<file path="src/rtl/core/ulebdfr_pkg.sv">
// ---------------------------------------------------------------------------
// ulebdfr_pkg - shared types and constants of the LEB128 frame deframer
// Phase codes, length-decoder widths and the structs between the modules.
// ---------------------------------------------------------------------------
package ulebdfr_pkg;

	// Longest length field before it counts as overflowed, in bytes.
	localparam int MAX_LENGTH_BYTES = 5;
	// Checksum bytes at the end of each frame, most significant first.
	localparam int CHECKSUM_BYTES   = 4;

	localparam int LEN_CNT_W  = $clog2(MAX_LENGTH_BYTES + 1);
	localparam int CSUM_CNT_W = $clog2(CHECKSUM_BYTES + 1);
	localparam int SHIFT_W    = 6;
	localparam logic [SHIFT_W-1:0] SHIFT_MAX = '1;
	localparam int LEB_GROUP_W = 7;
	localparam logic [SHIFT_W-1:0] SHIFT_STEP = SHIFT_W'(LEB_GROUP_W);
	// Wide enough for a 7-bit group shifted by up to 31.
	localparam int LEB_WIDE_W = 32 + LEB_GROUP_W;
	localparam int CONT_BIT   = 7;

	// Phase of the parser; a byte's role is the phase it arrives in.
	typedef enum logic [2:0] {
		PH_VERSION  = 3'd0,
		PH_COMMAND  = 3'd1,
		PH_LENGTH   = 3'd2,
		PH_PAYLOAD  = 3'd3,
		PH_CHECKSUM = 3'd4
	} phase_t;

	// Length decoder state after one length byte.
	typedef struct packed {
		logic [31:0]            accum;
		logic [SHIFT_W-1:0]     shift;
		logic [LEN_CNT_W-1:0]   count;
		logic                   overflow;
		logic                   last;
	} len_next_t;

	// Everything reported for one input byte.
	typedef struct packed {
		phase_t      role;
		logic [7:0]  data;
		logic [7:0]  version;
		logic [7:0]  command;
		logic [31:0] length;
		logic        length_done;
		logic        overflow;
		logic [31:0] checksum;
		logic        frame_end;
	} result_t;

endpackage

</file>
<file path="src/rtl/core/ulebdfr_len_step.sv">
// ---------------------------------------------------------------------------
// ulebdfr_len_step - one LEB128 length byte
// Merges a 7-bit group into the length, tracks overflow and counters.
// ---------------------------------------------------------------------------
module ulebdfr_len_step (
	input  logic [7:0]                         data,
	input  logic [31:0]                        accum,
	input  logic [ulebdfr_pkg::SHIFT_W-1:0]    shift,
	input  logic [ulebdfr_pkg::LEN_CNT_W-1:0]  count,
	input  logic                               overflow,
	output ulebdfr_pkg::len_next_t             nxt
);

	logic [ulebdfr_pkg::LEB_GROUP_W-1:0] grp;
	logic [ulebdfr_pkg::LEB_WIDE_W-1:0]  wide;
	logic [31:0]                         placed;
	logic                                ovf_grp;
	logic                                ovf_cnt;
	logic                                ovf_all;
	logic [ulebdfr_pkg::SHIFT_W:0]       shift_sum;

	assign grp = data[ulebdfr_pkg::LEB_GROUP_W-1:0];

	always_comb begin
		wide = {{(ulebdfr_pkg::LEB_WIDE_W - ulebdfr_pkg::LEB_GROUP_W){1'b0}}, grp}
			<< shift[4:0];
		// Group lands entirely at bit 32 or above once the shift reaches 32.
		if (shift[5]) begin
			placed  = '0;
			ovf_grp = (grp != '0);
		end else begin
			placed  = wide[31:0];
			ovf_grp = |wide[ulebdfr_pkg::LEB_WIDE_W-1:32];
		end
		ovf_cnt = (count >= ulebdfr_pkg::LEN_CNT_W'(ulebdfr_pkg::MAX_LENGTH_BYTES));
		ovf_all = overflow | ovf_cnt | ovf_grp;

		shift_sum = {1'b0, shift} + {1'b0, ulebdfr_pkg::SHIFT_STEP};

		nxt.accum    = ovf_all ? '1 : (accum | placed);
		nxt.overflow = ovf_all;
		nxt.shift    = shift_sum[ulebdfr_pkg::SHIFT_W] ? ulebdfr_pkg::SHIFT_MAX
			: shift_sum[ulebdfr_pkg::SHIFT_W-1:0];
		nxt.count    = ovf_cnt ? count : count + 1'b1;
		nxt.last     = ~data[ulebdfr_pkg::CONT_BIT];
	end

endmodule

</file>
<file path="src/rtl/core/ulebdfr_parser.sv">
// ---------------------------------------------------------------------------
// ulebdfr_parser - frame phase machine and frame field registers
// Classifies each byte and updates the frame state when it is taken.
// ---------------------------------------------------------------------------
module ulebdfr_parser (
	input  logic                 clk,
	input  logic                 arst_n,
	input  logic                 advance,
	input  logic [7:0]           data,
	output ulebdfr_pkg::result_t res
);

	ulebdfr_pkg::phase_t                 phase_q, phase_nxt;
	logic [7:0]                          version_q, version_nxt;
	logic [7:0]                          command_q, command_nxt;
	logic [31:0]                         len_q, len_nxt;
	logic [ulebdfr_pkg::SHIFT_W-1:0]     shift_q, shift_nxt;
	logic [ulebdfr_pkg::LEN_CNT_W-1:0]   lcnt_q, lcnt_nxt;
	logic                                ovf_q, ovf_nxt;
	logic [31:0]                         remain_q, remain_nxt;
	logic [31:0]                         remain_dec;
	logic [31:0]                         csum_q, csum_nxt;
	logic [ulebdfr_pkg::CSUM_CNT_W-1:0]  ccnt_q, ccnt_nxt;
	ulebdfr_pkg::len_next_t              len_step;

	ulebdfr_len_step u_len (
		.data     (data),
		.accum    (len_q),
		.shift    (shift_q),
		.count    (lcnt_q),
		.overflow (ovf_q),
		.nxt      (len_step)
	);

	always_ff @(posedge clk or negedge arst_n) begin
		if (!arst_n) begin
			phase_q   <= ulebdfr_pkg::PH_VERSION;
			version_q <= '0;
			command_q <= '0;
			len_q     <= '0;
			shift_q   <= '0;
			lcnt_q    <= '0;
			ovf_q     <= 1'b0;
			remain_q  <= '0;
			csum_q    <= '0;
			ccnt_q    <= '0;
		end else if (advance) begin
			phase_q   <= phase_nxt;
			version_q <= version_nxt;
			command_q <= command_nxt;
			len_q     <= len_nxt;
			shift_q   <= shift_nxt;
			lcnt_q    <= lcnt_nxt;
			ovf_q     <= ovf_nxt;
			remain_q  <= remain_nxt;
			csum_q    <= csum_nxt;
			ccnt_q    <= ccnt_nxt;
		end
	end

	assign remain_dec = remain_q - {31'd0, (remain_q != '0)};

	always_comb begin
		phase_nxt   = phase_q;
		version_nxt = version_q;
		command_nxt = command_q;
		len_nxt     = len_q;
		shift_nxt   = shift_q;
		lcnt_nxt    = lcnt_q;
		ovf_nxt     = ovf_q;
		remain_nxt  = remain_q;
		csum_nxt    = csum_q;
		ccnt_nxt    = ccnt_q;
		res.role        = phase_q;
		res.length_done = 1'b0;
		res.frame_end   = 1'b0;

		case (phase_q)
			ulebdfr_pkg::PH_COMMAND: begin
				command_nxt = data;
				phase_nxt   = ulebdfr_pkg::PH_LENGTH;
			end
			ulebdfr_pkg::PH_LENGTH: begin
				len_nxt   = len_step.accum;
				shift_nxt = len_step.shift;
				lcnt_nxt  = len_step.count;
				ovf_nxt   = len_step.overflow;
				if (len_step.last) begin
					res.length_done = 1'b1;
					remain_nxt      = len_step.accum;
					phase_nxt       = (len_step.accum == '0) ? ulebdfr_pkg::PH_CHECKSUM
						: ulebdfr_pkg::PH_PAYLOAD;
				end
			end
			ulebdfr_pkg::PH_PAYLOAD: begin
				res.length_done = 1'b1;
				remain_nxt      = remain_dec;
				if (remain_dec == '0) begin
					phase_nxt = ulebdfr_pkg::PH_CHECKSUM;
				end
			end
			ulebdfr_pkg::PH_CHECKSUM: begin
				res.length_done = 1'b1;
				csum_nxt        = {csum_q[23:0], data};
				ccnt_nxt        = ccnt_q + 1'b1;
				if (ccnt_nxt >= ulebdfr_pkg::CSUM_CNT_W'(ulebdfr_pkg::CHECKSUM_BYTES)) begin
					res.frame_end = 1'b1;
					phase_nxt     = ulebdfr_pkg::PH_VERSION;
				end
			end
			default: begin
				// Version byte: start a fresh frame.
				res.role    = ulebdfr_pkg::PH_VERSION;
				version_nxt = data;
				command_nxt = '0;
				len_nxt     = '0;
				shift_nxt   = '0;
				lcnt_nxt    = '0;
				ovf_nxt     = 1'b0;
				remain_nxt  = '0;
				csum_nxt    = '0;
				ccnt_nxt    = '0;
				phase_nxt   = ulebdfr_pkg::PH_COMMAND;
			end
		endcase

		res.data     = data;
		res.version  = version_nxt;
		res.command  = command_nxt;
		res.length   = len_nxt;
		res.overflow = ovf_nxt;
		res.checksum = csum_nxt;
	end

endmodule

</file>
<file path="src/rtl/core/uleb128_length_prefixed_deframer.sv">
// ---------------------------------------------------------------------------
// uleb128_length_prefixed_deframer - byte-stream deframer for LEB128 frames
// Tags each byte of version/command/length/payload/checksum frames and
// reports the frame fields known after that byte.
// ---------------------------------------------------------------------------
//
//  Channel  | Handshake            | Payload
//  ---------+----------------------+-------------------------------------------
//  input    | in_valid, in_stall   | data_byte
//  output   | out_valid, out_stall | byte_role, data_out, frame_version,
//           |                      | frame_command, payload_length, length_done,
//           |                      | length_overflow, frame_checksum, frame_end
//
//  One byte per cycle sustained while out_stall is low; each input transaction
//  yields exactly one output transaction via the input and output registers.
//  The frame state updates in one pass from the input register to the output
//  register, so back-to-back bytes never wait on each other.
//  arst_n clears both valid flags and returns the parser to the version phase.
//  out_stall holds the output register; the input register keeps taking
//  bytes until it is full behind a stalled output.
//
module uleb128_length_prefixed_deframer (
	input  logic        clk,
	input  logic        arst_n,
	input  logic        in_valid,
	output logic        in_stall,
	input  logic [7:0]  data_byte,
	output logic        out_valid,
	input  logic        out_stall,
	output logic [2:0]  byte_role,
	output logic [7:0]  data_out,
	output logic [7:0]  frame_version,
	output logic [7:0]  frame_command,
	output logic [31:0] payload_length,
	output logic        length_done,
	output logic        length_overflow,
	output logic [31:0] frame_checksum,
	output logic        frame_end
);

	logic                 valid_s1;
	logic [7:0]           data_s1;
	logic                 valid_s2;
	ulebdfr_pkg::result_t res_s2;
	ulebdfr_pkg::result_t res;
	logic                 advance;

	// Move the held byte on whenever the output register is free or draining.
	assign advance  = valid_s1 && (!valid_s2 || !out_stall);
	assign in_stall = valid_s1 && !advance;

	// Input register: take a new transaction unless it must hold.
	always_ff @(posedge clk or negedge arst_n) begin
		if (!arst_n) begin
			valid_s1 <= 1'b0;
		end else if (!in_stall) begin
			valid_s1 <= in_valid;
		end
	end

	always_ff @(posedge clk) begin
		if (in_valid && !in_stall) begin
			data_s1 <= data_byte;
		end
	end

	// Classify the byte and update the frame state as it advances.
	ulebdfr_parser u_parser (
		.clk     (clk),
		.arst_n  (arst_n),
		.advance (advance),
		.data    (data_s1),
		.res     (res)
	);

	// Output register: load on advance, drop once the result is taken.
	always_ff @(posedge clk or negedge arst_n) begin
		if (!arst_n) begin
			valid_s2 <= 1'b0;
		end else if (advance) begin
			valid_s2 <= 1'b1;
		end else if (!out_stall) begin
			valid_s2 <= 1'b0;
		end
	end

	always_ff @(posedge clk) begin
		if (advance) begin
			res_s2 <= res;
		end
	end

	assign out_valid       = valid_s2;
	assign byte_role       = res_s2.role;
	assign data_out        = res_s2.data;
	assign frame_version   = res_s2.version;
	assign frame_command   = res_s2.command;
	assign payload_length  = res_s2.length;
	assign length_done     = res_s2.length_done;
	assign length_overflow = res_s2.overflow;
	assign frame_checksum  = res_s2.checksum;
	assign frame_end       = res_s2.frame_end;

	// The input side only stalls behind a full, stalled output register.
	a_stall_cause: assert property (@(posedge clk) disable iff (!arst_n)
		in_stall |-> (valid_s1 && valid_s2 && out_stall))
		else $error("input stalled without a stalled output");

	// The frame end marks a checksum byte.
	a_end_role: assert property (@(posedge clk) disable iff (!arst_n)
		(out_valid && frame_end) |-> (byte_role == ulebdfr_pkg::PH_CHECKSUM))
		else $error("frame end on a non-checksum byte");

	// An overflowed length is saturated.
	a_ovf_sat: assert property (@(posedge clk) disable iff (!arst_n)
		(out_valid && length_overflow) |-> (payload_length == 32'hFFFF_FFFF))
		else $error("overflowed length not saturated");

	// A payload byte follows a fully decoded length.
	a_payload_done: assert property (@(posedge clk) disable iff (!arst_n)
		(out_valid && byte_role == ulebdfr_pkg::PH_PAYLOAD) |-> length_done)
		else $error("payload byte before length decoded");

endmodule

</file>
<file path="config.mk">
export PLATFORM = sky130hd
export DESIGN_NAME = uleb128_length_prefixed_deframer
export DESIGN_NICKNAME = d
export VERILOG_FILES = /design/src/rtl/core/ulebdfr_pkg.sv /design/src/rtl/core/ulebdfr_len_step.sv /design/src/rtl/core/ulebdfr_parser.sv /design/src/rtl/core/uleb128_length_prefixed_deframer.sv
export SDC_FILE = /design/constraint.sdc
export NUM_CORES = 1
export LEC_CHECK = 0
export CAP_MARGIN = 20
export CORE_MARGIN = 1
export CORE_UTILIZATION = 58
export DETAILED_ROUTE_END_ITERATION = 16
export DONT_BUFFER_PORTS = 1
export GPL_TIMING_DRIVEN = 0
export HOLD_SLACK_MARGIN = 0.03
export PLACE_DENSITY = 0.82
export SLEW_MARGIN = 10
export SYNTH_ARGS = -nofsm -noshare
export SYNTH_HDL_FRONTEND = slang
export SYNTH_HIERARCHICAL = 1
export SYNTH_SLANG_ARGS = --single-unit
</file>
<file path="constraint.sdc">
create_clock -name clk -period 8.6 [get_ports clk]
set_input_delay 1.29 -clock clk [delete_from_list [all_inputs] [get_ports clk]]
set_output_delay 1.29 -clock clk [all_outputs]
set_load 0.1 [all_outputs]
</file>
==> metrics.csv <==
stage;metric;value;unit
floorplanning;die area;0.0208;sq mm
setup_path;R2R depth;14;
job;Max Cap Violations;0;
clock_tree;CTS Sinks;232;
final_layout;antenna cells;0;
global_route;met3 Resource Use GR;8.81;%
pwr;maximum vdd drop;0.000229;V
floorplanning;Die X;144;um
timing;RSZ-0062 raised after global routing;false;
clock_tree;later-pin clock latency in the skew report;550;ps
routing;DRT iter0 DRCs;941;
logic_synthesis;Yosys top cell area share;27.8;%
timing;Worst Max-Slew Pin Slew;1080;ps
timing;post-layout min period;4940;ps
logic_synthesis;count of cell types in the netlist;78;
clock_tree;total CTS buffers;25;
floorplanning;Starting Density;59.6;%
logic_synthesis;top cells by area, synth;dfrtp_1 28%, edfxtp_1 26%, mux2_2 9.2%;
final_layout;Area Growth Syn to Fin;10.6;%
setup_path;startpoint types;flop;
floorplanning;CORE AREA;0.0197;sq mm
logic_synthesis;Yosys reg bits;232;
placed_design;Port Buffers;0;
floorplanning;Die Y;144;um
final_layout;most common cell after layout, fill and taps aside;dfrtp_1;
setup_path;Worst Path Arrival;5360;ps
setup_path;kind of critical path;flop to flop;
final_layout;Util after Layout;65.9;%
clock_tree;Worst-path clk slew;60;ps
pwr;Leak;0.00525;uW
logic_synthesis;Synth area leader;dfrtp_1;
final_layout;share of post-route cells with drive strength above 1;16.7;%
clock_tree;postcts setup bufs;0;
global_route;vias in the first global route;8653;
final_layout;Nets;1080;
floorplanning;Ports;108;
global_route;first-pass GRT wire length;50.0;mm
timing;fmax;203;MHz
logic_synthesis;synthesized instance count;1032;
clock_tree;TritonCTS clock tree;yes;
logic_synthesis;average instance area after synthesis;11.4;sq um
timing;fraction of the cycle the final worst path needs;57.4;%
global_route;Tot GR Track Use;31.9;%
routing;drt wl/cell;23.9;um
logic_synthesis;EDFF count, synth;102;
routing;total routed wirelength;32.2;mm
setup_path;Critical Path RT;9030;ps
global_route;grt ovf;0;
global_route;initial antenna violation count;0;
timing;final setup violating endpoints;0;
routing;Residual DRC;0;
clock_tree;Clock Path Buffers;3;
timing;setup TNS;0;ps
setup_path;Worst setup EP type;flop;
worst_hold_path;Hold WC Path Type;primary input to async pin;
global_route;met1 Usage GRT;42.5;%
pwr;power density over the cells;373;mW/mm^2
routing;via count;9028;
placed_design;routability cong.;0.983;
final_layout;number of fill cells;1545;
timing;skew final;16.8;ps
clock_tree;H-tree levels;1;
logic_synthesis;Syn Nets;1050;
logic_synthesis;Post-synth ARST share;56.0;%
final_layout;commonest cells after routing, fill and taps aside;130 x dfrtp_1, 102 x edfxtp_1, 96 x mux2_2;
final_layout;Design Area, Final;0.0130;sq mm
logic_synthesis;top_reg_cell synth;dfrtp_1;
clock_tree;Hold-fix buffers, CTS;0;
routing;1st-pass router iterations;5;
timing;max-slew violation count;0;
routing;post-route ant nets;0;
timing;Final Hold Fails;0;
setup_path;critical path peak fanout;10;
timing;worst rel slew slack;26.8;%
placed_design;HPWL after detailed placement;22.1;mm
logic_synthesis;Yosys warning count;6;
global_route;largest net degree at the start of global routing;131;
placed_design;Place WS;3780;ps
global_route;grt peak-use layer;met2;
logic_synthesis;sequential area share after synthesis;53.9;%
global_route;GR met2 Demand/Resource;48.4;%
timing;hold_ws;444;ps
routing;Via density;6.71;
clock_tree;Post-CTS Resized;0;
placed_design;Placement Cell Area;0.0121;sq mm
logic_synthesis;Synth Cell Area;0.0117;sq mm
floorplanning;FP Rows;51;
timing;post-route setup slack;3660;ps
clock_tree;Root Buffer;clkbuf_16;
outcome;status;completed;
==> worst max-delay path, stage by stage (launching register included) <==
cell	delay, ps
dfrtp_1	450
or4_1	590
nor4_2	380
nand3_1	290
or4_1	530
ha_1	230
ha_1	220
clkbuf_1	230
xor2_1	190
or4_1	410
nor4_1	270
o2111ai_1	170
nor4_2	420
nand3_1	220
o21a_1	220
==> power breakdown <==
group	total [uW]	switching [uW]	internal (uW)
clock	1100	456	642
combinational	1710	1130	580
sequential	2030	628	1400
==> layer usage <==
layer	vias to the layer above	part of all wire [%]
met5	-	0
met2	519	44
met3	102	9.9
met4	0	4.9
met1	4397	41
li1	4010	-
==> kinds of logic after synthesis <==
logic type | Yosys count | share of synthesized area, %
mux | 114 | 11.0
fa+ha+maj | 6 | 0.641
xor+xnor | 10 | 0.748
buf+inv | 98 | 3.80
compound gates | 280 | 16.1
simple gates | 292 | 13.8
flops | 232 | 53.9
==> path summary, 6_finish.rpt <==
kind                                        from                     to  slack, ps
setup / recovery           u_parser/remain_q[25]    u_parser/phase_q[0]       3660
hold / removal                            arst_n      u_parser/len_q[7]        440
setup reg to reg           u_parser/remain_q[25]    u_parser/phase_q[0]       3660
hold reg to reg             u_parser/remain_q[0]   u_parser/remain_q[0]        480
max in group asynchronous                 arst_n  u_parser/remain_q[31]       7950
min in group clk            u_parser/remain_q[0]   u_parser/remain_q[0]        480
==> synthesized netlist by cell type (3+ instances only) <==
library cell and number:
a21oi_1 54, a22o_1 66, a22oi_1 11, a31oi_1 3, and2_1 4, and3_1 7
buf_1 6, buf_2 5, buf_4 11, buf_6 4, clkbuf_1 51, dfrtp_1 130
edfxtp_1 102, ha_1 6, inv_1 18, mux2_2 96, mux2i_1 15, nand2_1 58
nand2b_1 15, nand3_1 26, nand4_1 8, nand4b_1 18, nor2_1 59, nor2b_1 9
nor3_1 26, nor3b_1 3, nor4_1 22, nor4b_1 5, o211ai_1 10, o21ai_0 83
o22ai_1 11, o311ai_0 5, o31ai_1 4, o32ai_1 4, or2_2 5, or3_1 3
or4_1 6, xnor2_1 7, xor2_1 3
==> area by class of cell <==
class | count | area, sq um | share of cell area [%]
sequential | 232 | 6320 | 48.7
multi-input combinational | 702 | 4970 | 38.3
clock buffer | 32 | 662 | 5.11
buffer | 77 | 367 | 2.83
tap | 265 | 332 | 2.56
clock inverter | 14 | 175 | 1.35
inverter | 21 | 78.8 | 0.608
timing repair buffer | 3 | 60.1 | 0.464
==> registers in the layout, summed over array words and instances, names as in the netlist <==
signal and count:
u_parser/len_q 32, u_parser/ccnt_q 3, u_parser/command_q 8, frame_end 1
u_parser/phase_q 3, payload_length 32, frame_checksum 32, data_out 8
u_parser/version_q 8, u_parser/csum_q 32, byte_role 3, frame_version 8
length_overflow 1, frame_command 8, length_done 1, data_s1 8
valid_s1 1, u_parser/remain_q 32, u_parser/shift_q 6, u_parser/ovf_q 1
out_valid 1, u_parser/lcnt_q 3
==> per-stage QoR <==
step | std cells | power, uW
4_1_cts | 1346 | 4800
2_1_floorplan | 1032 | 3180
6_report | 1346 | 4840
5_1_grt | 1346 | 5050
3_5_place_dp | 1300 | 3690
3_3_place_gp | 1297 | 3670
Power figures use the tool's default switching activity.
